--- src/rtl/core/hsl_to_rgb_converter_assert.svh ---
// Assertion macros for the HSL to RGB converter.
`ifndef HSL_TO_RGB_CONVERTER_ASSERT_SVH
`define HSL_TO_RGB_CONVERTER_ASSERT_SVH

// Checked at every rising clock edge while the block is out of reset.
`define HSL_ASSERT(lbl, prop, msg) \
  lbl: assert property (@(posedge clk_i) disable iff (!rst_ni) prop) else $error(msg);

// Checked at every rising clock edge, reset included.
`define HSL_ASSERT_ALWAYS(lbl, prop, msg) \
  lbl: assert property (@(posedge clk_i) prop) else $error(msg);

`endif

--- src/rtl/core/hsl2rgb_pkg.sv ---
package hsl2rgb_pkg;

  localparam logic [16:0] HUE_TURN = 17'd360;
  localparam logic [16:0] HUE_OFFSET = 17'd33120;
  localparam logic [16:0] RECIP_360 = 17'd93207;
  localparam int unsigned RECIP_360_SHIFT = 25;
  localparam int unsigned STAGES = 6;
  localparam int unsigned CHANNELS = 3;

  typedef enum logic [1:0] {
    RAMP_UP   = 2'd0,
    HOLD_HI   = 2'd1,
    RAMP_DOWN = 2'd2,
    HOLD_LO   = 2'd3
  } region_e;

  typedef struct packed {
    logic [7:0] alpha;
    logic [7:0] light;
    logic       black;
    logic       grey;
  } side_t;

endpackage

--- src/rtl/core/hsl_to_rgb_converter.sv ---
// HSL to RGB pixel converter with alpha pass-through.
// The input channel (in_valid_i, in_ready_o) carries one pixel per transaction: a signed
// hue in degrees, saturation, lightness and alpha. The output channel (out_valid_o,
// out_ready_i) returns one RGB pixel with the same alpha for every input transaction, in
// order. Both channels follow the valid/ready rule: a transaction completes at a clock
// edge where valid and ready are both high.
// The datapath is a six-stage pipeline; when nothing stalls, one pixel is taken and one
// returned every cycle.
// The stages are: the hue quotient by 360, the hue remainder with the lightness and
// saturation fractions, the hue fraction with the lightness-saturation product, the two
// ramp levels with the per-channel hue regions, one ramp multiplier per channel, and the
// final byte conversion in the output register.
// Each stage holds its own valid bit and loads whenever it is empty or the stage after
// it moves on, so gaps in the stream close up while the receiver stalls and the input
// keeps being taken until all six stages are full. in_ready_o then falls until the
// receiver takes the oldest pixel. Nothing is dropped or repeated.
// Reset clears every valid bit; the data registers are not reset.
`include "hsl_to_rgb_converter_assert.svh"

module hsl_to_rgb_converter
  import hsl2rgb_pkg::*;
#(
  parameter int unsigned FRAC_BITS = 16
) (
  input  logic        clk_i,
  input  logic        rst_ni,
  input  logic        in_valid_i,
  output logic        in_ready_o,
  input  logic [15:0] hue_i,
  input  logic [7:0]  saturation_i,
  input  logic [7:0]  lightness_i,
  input  logic [7:0]  alpha_in_i,
  output logic        out_valid_o,
  input  logic        out_ready_i,
  output logic [7:0]  red_o,
  output logic [7:0]  green_o,
  output logic [7:0]  blue_o,
  output logic [7:0]  alpha_out_o
);

  localparam int unsigned F = FRAC_BITS;
  localparam int unsigned FW = F + 1;
  localparam int unsigned GW = F + 2;
  localparam int unsigned TW = F + 3;
  localparam int unsigned XW = F + 4;
  localparam int unsigned BW = F + 10;
  localparam int unsigned LW = F + 17;
  localparam int unsigned HW = F + 18;
  localparam int unsigned PW = 2 * FW;

  localparam logic [FW-1:0] ONE = {1'b1, {F{1'b0}}};
  localparam longint unsigned THIRD_L = (64'd1 << F) / 64'd3;
  localparam longint unsigned TWO_THIRDS_L = (64'd2 << F) / 64'd3;
  localparam longint unsigned R255_L = ((64'd1 << (F + 16)) + 64'd254) / 64'd255;
  localparam longint unsigned R359_L = ((64'd1 << (F + 17)) + 64'd358) / 64'd359;
  localparam logic [FW-1:0] THIRD = THIRD_L[FW-1:0];
  localparam logic [FW-1:0] TWO_THIRDS = TWO_THIRDS_L[FW-1:0];
  localparam logic [F+8:0] R255 = R255_L[F+8:0];
  localparam logic [F+8:0] R359 = R359_L[F+8:0];
  localparam logic signed [TW-1:0] ONE_S = $signed(TW'(ONE));
  localparam logic signed [TW-1:0] THIRD_S = $signed(TW'(THIRD));

  logic [STAGES-1:0] vld_q, vld_d, en;
  side_t             side_q [STAGES];

  always_comb begin
    en[STAGES-1] = !vld_q[STAGES-1] || out_ready_i;
    for (int k = STAGES - 2; k >= 0; k--) begin
      en[k] = !vld_q[k] || en[k+1];
    end
    vld_d[0] = en[0] ? in_valid_i : vld_q[0];
    for (int k = 1; k < STAGES; k++) begin
      if (en[k]) begin
        vld_d[k] = vld_q[k-1];
      end else begin
        vld_d[k] = vld_q[k];
      end
    end
  end

  always_ff @(posedge clk_i or negedge rst_ni) begin
    if (!rst_ni) begin
      vld_q <= '0;
    end else begin
      vld_q <= vld_d;
    end
  end

  always_ff @(posedge clk_i) begin
    if (en[0]) begin
      side_q[0] <= '{alpha: alpha_in_i, light: lightness_i,
                     black: (lightness_i == 8'd0), grey: (saturation_i == 8'd0)};
    end
    for (int k = 1; k < STAGES; k++) begin
      if (en[k]) begin
        side_q[k] <= side_q[k-1];
      end
    end
  end

  // Stage 1: the hue is lifted by a multiple of 360 and divided by reciprocal.
  logic [16:0] hue_shift;
  logic [33:0] hue_scaled;
  logic [16:0] s1_u_q;
  logic [7:0]  s1_quo_q;
  logic [7:0]  s1_sat_q;

  assign hue_shift = {hue_i[15], hue_i} + HUE_OFFSET;
  assign hue_scaled = 34'(hue_shift) * 34'(RECIP_360);

  always_ff @(posedge clk_i) begin
    if (en[0]) begin
      s1_u_q   <= hue_shift;
      s1_quo_q <= hue_scaled[RECIP_360_SHIFT +: 8];
      s1_sat_q <= saturation_i;
    end
  end

  // Stage 2: hue remainder, lightness and saturation fractions.
  logic [16:0]   hue_rem;
  logic [LW-1:0] l_scaled, s_scaled;
  logic [8:0]    s2_hm_q;
  logic [FW-1:0] s2_fl_q, s2_fs_q;

  assign hue_rem = s1_u_q - 17'(s1_quo_q) * HUE_TURN;
  assign l_scaled = LW'(side_q[0].light) * LW'(R255);
  assign s_scaled = LW'(s1_sat_q) * LW'(R255);

  always_ff @(posedge clk_i) begin
    if (en[1]) begin
      s2_hm_q <= hue_rem[8:0];
      s2_fl_q <= l_scaled[F+16:16];
      s2_fs_q <= s_scaled[F+16:16];
    end
  end

  // Stage 3: hue fraction and the lightness-saturation product.
  logic [HW-1:0] h_scaled;
  logic [PW-1:0] ls_prod;
  logic [FW-1:0] s3_fh_q, s3_fl_q, s3_fs_q, s3_prod_q;

  assign h_scaled = HW'(s2_hm_q) * HW'(R359);
  assign ls_prod = PW'(s2_fl_q) * PW'(s2_fs_q);

  always_ff @(posedge clk_i) begin
    if (en[2]) begin
      s3_fh_q   <= h_scaled[F+17:17];
      s3_fl_q   <= s2_fl_q;
      s3_fs_q   <= s2_fs_q;
      s3_prod_q <= ls_prod[2*F:F];
    end
  end

  // Stage 4: ramp levels and per-channel region and ramp operand.
  logic [GW-1:0]          hi_d, lo_d;
  logic signed [GW:0]     lo_raw;
  logic [GW-1:0]          s4_hi_q, s4_lo_q;
  region_e                s4_region_q [CHANNELS];
  logic [FW-1:0]          s4_m_q [CHANNELS];

  always_comb begin
    if ((GW'(s3_fl_q) << 1) < GW'(ONE)) begin
      hi_d = GW'(s3_fl_q) + GW'(s3_prod_q);
    end else begin
      hi_d = GW'(s3_fl_q) + GW'(s3_fs_q) - GW'(s3_prod_q);
    end
    lo_raw = $signed((GW + 1)'(s3_fl_q) << 1) - $signed((GW + 1)'(hi_d));
    lo_d = (lo_raw < 0) ? '0 : lo_raw[GW-1:0];
  end

  always_ff @(posedge clk_i) begin
    if (en[3]) begin
      s4_hi_q <= hi_d;
      s4_lo_q <= lo_d;
    end
  end

  // Stage 5: ramp multiplier per channel.
  logic [GW-1:0] s5_hi_q, s5_lo_q;
  logic [FW-1:0] s5_ramp_q [CHANNELS];
  region_e       s5_region_q [CHANNELS];
  logic [GW-1:0] span;

  assign span = s4_hi_q - s4_lo_q;

  always_ff @(posedge clk_i) begin
    if (en[4]) begin
      s5_hi_q <= s4_hi_q;
      s5_lo_q <= s4_lo_q;
    end
  end

  // Stage 6: channel level, byte conversion and the black and grey cases.
  logic [7:0] s6_rgb_q [CHANNELS];

  for (genvar ch = 0; ch < CHANNELS; ch++) begin : g_chan
    logic signed [TW-1:0] offs, t_raw, t_adj;
    logic [FW-1:0]        t;
    logic [XW-1:0]        six_t, three_t, six_down;
    logic [FW-1:0]        down;
    region_e              region_d;
    logic [FW-1:0]        m_d;
    logic [PW-1:0]        ramp_prod;
    logic [GW-1:0]        level;
    logic [BW-1:0]        scaled;
    logic [BW-1:0]        byte_v;
    logic [7:0]           rgb_d;

    assign offs = (ch == 0) ? THIRD_S : (ch == 1) ? '0 : -THIRD_S;

    always_comb begin
      t_raw = $signed(TW'(s3_fh_q)) + offs;
      if (t_raw < 0) begin
        t_adj = t_raw + ONE_S;
      end else if (t_raw > ONE_S) begin
        t_adj = t_raw - ONE_S;
      end else begin
        t_adj = t_raw;
      end
      t = t_adj[F:0];
      six_t = (XW'(t) << 2) + (XW'(t) << 1);
      three_t = (XW'(t) << 1) + XW'(t);
      down = TWO_THIRDS - t;
      six_down = (XW'(down) << 2) + (XW'(down) << 1);
      if (six_t < XW'(ONE)) begin
        region_d = RAMP_UP;
        m_d = six_t[F:0];
      end else if ((XW'(t) << 1) < XW'(ONE)) begin
        region_d = HOLD_HI;
        m_d = '0;
      end else if (three_t < (XW'(ONE) << 1)) begin
        region_d = RAMP_DOWN;
        m_d = six_down[F:0];
      end else begin
        region_d = HOLD_LO;
        m_d = '0;
      end
    end

    assign ramp_prod = PW'(span[F:0]) * PW'(s4_m_q[ch]);

    always_comb begin
      case (s5_region_q[ch]) inside
        RAMP_UP, RAMP_DOWN: level = s5_lo_q + GW'(s5_ramp_q[ch]);
        HOLD_HI:            level = s5_hi_q;
        default:            level = s5_lo_q;
      endcase
      if (level > GW'(ONE)) begin
        level = GW'(ONE);
      end
      scaled = (BW'(level) << 8) - BW'(level);
      byte_v = scaled >> F;
      if (side_q[4].black) begin
        rgb_d = 8'd0;
      end else if (side_q[4].grey) begin
        rgb_d = side_q[4].light;
      end else if (byte_v > BW'(255)) begin
        rgb_d = 8'd255;
      end else begin
        rgb_d = byte_v[7:0];
      end
    end

    always_ff @(posedge clk_i) begin
      if (en[3]) begin
        s4_region_q[ch] <= region_d;
        s4_m_q[ch]      <= m_d;
      end
      if (en[4]) begin
        s5_region_q[ch] <= s4_region_q[ch];
        s5_ramp_q[ch]   <= ramp_prod[2*F:F];
      end
      if (en[5]) begin
        s6_rgb_q[ch] <= rgb_d;
      end
    end
  end

  assign in_ready_o  = en[0];
  assign out_valid_o = vld_q[STAGES-1];
  assign red_o       = s6_rgb_q[0];
  assign green_o     = s6_rgb_q[1];
  assign blue_o      = s6_rgb_q[2];
  assign alpha_out_o = side_q[STAGES-1].alpha;

  `HSL_ASSERT(a_hue_reduced, vld_q[1] |-> (17'(s2_hm_q) < HUE_TURN), "hue remainder out of range")
  `HSL_ASSERT(a_hue_frac_max, vld_q[2] |-> (s3_fh_q <= ONE), "hue fraction above one")
  `HSL_ASSERT(a_ramp_order, vld_q[3] |-> (s4_lo_q <= s4_hi_q), "ramp low level above high level")
  `HSL_ASSERT_ALWAYS(a_reset_empty, !rst_ni |-> (vld_q == '0), "pipeline not empty in reset")

endmodule

--- config.mk ---
export PLATFORM = sky130hd
export DESIGN_NAME = hsl_to_rgb_converter
export DESIGN_NICKNAME = d
export VERILOG_FILES = /design/src/rtl/core/hsl2rgb_pkg.sv /design/src/rtl/core/hsl_to_rgb_converter.sv
export VERILOG_INCLUDE_DIRS = /design/src /design/src/rtl/core
export SDC_FILE = /design/constraint.sdc
export NUM_CORES = 2
export LEC_CHECK = 0
export ABC_CLOCK_PERIOD_IN_PS = 11600
export BUFFER_PORTS_ARGS = -buffer_cell sky130_fd_sc_hd__buf_4
export CORE_MARGIN = 10
export CORE_UTILIZATION = 55
export CTS_BUF_LIST = sky130_fd_sc_hd__clkbuf_8
export CTS_CLUSTER_SIZE = 14
export DETAILED_ROUTE_END_ITERATION = 10
export PLACE_DENSITY_LB_ADDON = 0.05
export SYNTH_ARGS = -nofsm -noshare
export SYNTH_HDL_FRONTEND = slang
export SYNTH_SLANG_ARGS = --single-unit
--- constraint.sdc ---
create_clock -name clk_i -period 11.6 [get_ports clk_i]
set_input_delay 0.58 -clock clk_i [delete_from_list [all_inputs] [get_ports clk_i]]
set_output_delay 0.58 -clock clk_i [all_outputs]
set_load 0.005 [all_outputs]
==> reports/qor.csv <==
metric,value,unit
status,"complete, no violations",
syn_area,0.0739,mm²
placementRows,134,
synth_edf_count,419,
whs,0.0825,ns
synth_warnings,0,
drv_slew,0,
period_minus_slack,10.29,ns
cts_root_buffer,clkbuf_8,
max-slew-margin-rel,0.195,
cts_setup_buffers,0,
track_usage,0.264,
nNetsFinal,9835,
crit_top_cell,fa_1,
yosys_register_bits,425,
num_vias,54500,
cap_violations,0,
via_per_inst,5.65,
crit_path_start_kind,flip-flop,
regToRegSetupSlack,1.31,ns
drive_gt1_frac,0.0479,
synthArstFlopShare,0.0141,
core_area,0.133,mm²
avgSynthCellArea,9.42,µm²
drcViolationCount,0,
drt_iter0_markers,3815,
cts_buffer_depth,3,
die_area,0.149,mm²
slowest_stage,fa_1,
fin_setup_tns,0,ns
synthCells,7846,
placed_cells,9467,
area_growth,5.80,%
fin_crit_sh,0.887,
gr-total-overflow,0,
routabilityCongestion,0.947,
fin_skew,0.0486,ns
dr.pass1.iters,8,
hold_violations,0,
synth_nets,9874,
ant_nets,0,
io_buffers,77,
nFillCells,11900,
ys.flop_type,edfxtp_1,
die_x,387,µm
synth.distinct_cells,111,
max_stage_delay,0.53,ns
fmax,97.2,MHz
grt_first_pass_wirelength,316,mm
antenna_found_initial,11,
tritoncts,built,
worstMarginPinSlew,1.21,ns
cts_resized,0,
dp_hpwl,158,mm
crit_type,reg2reg,
setup_viol,0,
clkTransAtPathRegs,0.06,ns
initial_core_util,0.554,
clock-sinks,425,
dieHeight,387,µm
worstPathMaxFanout,16,
wire_per_inst,20.6,µm
ys_seq_area_frac,0.172,
cp.required,12.09,ns
grt_setup_unrepaired,no,
arrival,10.78,ns
wirelength,199,mm
critPathCaptureType,flip-flop,
clkLatencyLatePin,0.79,ns
first_global_vias,56400,
ios,78,
cts_max_level,3,
grt_max_degree,75,
cts_buffers,79,
layout.cells.non_filler,9636,
min_path_type,in2reg,
==> kinds of logic (layout without fill, tap and decap cells) <==
group | after synthesis | in the layout | share of synthesized area
AOI/OAI and AO/OA | 1197 | 1197 | 0.113
xor gates and xnor gates | 328 | 328 | 0.0389
adders and majority gates | 1984 | 1984 | 0.437
buffers and inverters | 1848 | 1866 | 0.0945
DFF | 425 | 425 | 0.172
muxes | 61 | 61 | 0.00865
other | 0 | 4 | 0
and+or+nand+nor | 2003 | 2003 | 0.136
==> synthesized netlist by cell type (9+ instances only) <==
master / instances / share of area
inv_1: 1540 / 0.078
fa_1: 996 / 0.27
ha_1: 988 / 0.17
nand2_1: 729 / 0.037
edfxtp_1: 419 / 0.17
and2_1: 365 / 0.031
nor2_1: 282 / 0.014
a21oi_1: 269 / 0.018
clkbuf_1: 266 / 0.014
xnor2_1: 250 / 0.030
o21ai_0: 176 / 0.012
nor2b_1: 165 / 0.014
a21o_1: 122 / 0.012
nor3_1: 85 / 0.0058
o211ai_1: 84 / 0.0085
xor2_1: 78 / 0.0092
nand2b_1: 75 / 0.0063
a211oi_1: 73 / 0.0074
nand3_1: 73 / 0.0049
o21bai_1: 53 / 0.0054
a31oi_1: 46 / 0.0039
o21a_1: 44 / 0.0045
o2111ai_1: 42 / 0.0050
mux2i_1: 38 / 0.0051
or3_1: 35 / 0.0030
and3_1: 32 / 0.0027
o211a_1: 31 / 0.0042
o311ai_0: 28 / 0.0033
nand3b_1: 26 / 0.0026
a22o_1: 25 / 0.0030
nand4_1: 25 / 0.0021
or2_2: 25 / 0.0021
mux2_2: 21 / 0.0032
nor3b_1: 18 / 0.0018
buf_2: 17 / 0.0012
o21ai_1: 17 / 0.0012
a211o_1: 15 / 0.0018
o31ai_1: 15 / 0.0015
a21boi_0: 14 / 0.0014
buf_1: 13 / 0.00066
nor4_1: 13 / 0.0011
a221oi_1: 12 / 0.0014
and4_1: 10 / 0.0012
o311a_1: 9 / 0.0012
==> metal layers <==
layer / GRT usage / vias up / wire length (µm)
met5: 0 / - / 38
met4: 0.0868 / 6 / 6500
met3: 0.0358 / 351 / 11800
met2: 0.439 / 1619 / 94500
met1: 0.355 / 27000 / 86100
li1: - / 25500 / -
==> sequential cells by signal, indices dropped and copies added, names as in the netlist, 12 cells and up <==
register,flops
s2_fl_q,12
s2_fs_q,12
s3_fh_q,17
s3_fl_q,12
s3_fs_q,12
s3_prod_q,17
s4_hi_q,18
s4_lo_q,18
s4_m_q,48
s5_hi_q,18
s5_lo_q,18
s5_ramp_q,51
s6_rgb_q,24
side_q,98
==> cells in the final DEF, fill, tap and decap left out, drive strengths merged, types with 32 or more instances in the layout <==
| cell type | instances |
|---|---|
| nand3 | 74 |
| o21a | 44 |
| mux2i | 38 |
| a21oi | 275 |
| o2111ai | 42 |
| o311ai | 33 |
| ha | 988 |
| fa | 996 |
| and2 | 366 |
| a31oi | 47 |
| nor2b | 165 |
| xnor2 | 250 |
| nor2 | 283 |
| a21o | 122 |
| or3 | 35 |
| nand2 | 729 |
| nor3 | 87 |
| xor2 | 78 |
| o211ai | 85 |
| and3 | 32 |
| buf | 154 |
| o21bai | 54 |
| clkbuf | 79 |
| nand2b | 75 |
| a211oi | 77 |
| edfxtp | 419 |
| inv | 1565 |
| o21ai | 195 |
==> cell type report <==
type / count / area [µm²] / share of cell area
Clock buffer: 79 / 1090 / 0.0139
Timing Repair Buffer: 181 / 1430 / 0.0182
Multi-Input combinational cell: 5573 / 54300 / 0.695
Sequential cell: 425 / 12700 / 0.163
Clock inverter: 59 / 561 / 0.00717
Inverter: 1547 / 5810 / 0.0743
Tap cell: 1768 / 2210 / 0.0283
Antenna cell: 4 / 10.0 / 0.000128
==> through the flow <==
stage	instance area, µm²	utilization	setup slack (ns)
final	78200	0.586	1.31
after global routing	78200	0.586	0.558
after CTS	78200	0.586	1.26
after detailed placement	76300	0.571	1.28
after global placement	76300	0.571	1.37
after floorplan	73900	-	2.71
==> worst max-delay path: cells and delay by family (launching register included) <==
| kind | cells | cell delay, ns |
|---|---|---|
| compound gates | 18 | 5.07 |
| flops | 1 | 0.41 |
| xor+xnor | 1 | 0.13 |
| simple gates | 4 | 0.59 |
| buf+inv | 5 | 0.25 |
| fa+ha+maj | 8 | 3.51 |
==> what timing repair did <==
action                                  CTS  global route
hold buffers                             27             0
endpoints found under the setup margin    0             0
hold endpoints to repair                 32             0
==> final timing paths <==
path,end,cells after the start,startpoint
max,s5_ramp_q[0][16]$_DFFE_PP_,36,s4_lo_q[1]$_SDFFCE_PN0P_
min,s1_u_q[3]$_DFFE_PP_,1,hue_i[3]
max reg2reg,s5_ramp_q[0][16]$_DFFE_PP_,36,s4_lo_q[1]$_SDFFCE_PN0P_
min reg2reg,side_q[4][16]$_DFFE_PP_,0,side_q[3][16]$_DFFE_PP_
max in group asynchronous,vld_q[1]$_DFFE_PN0P_,2,rst_ni
min in group asynchronous,vld_q[2]$_DFFE_PN0P_,2,rst_ni
Power is left out: the tool's default activity adds up to more than one toggle a clock period on the data nets, which glitch-free logic cannot reach.
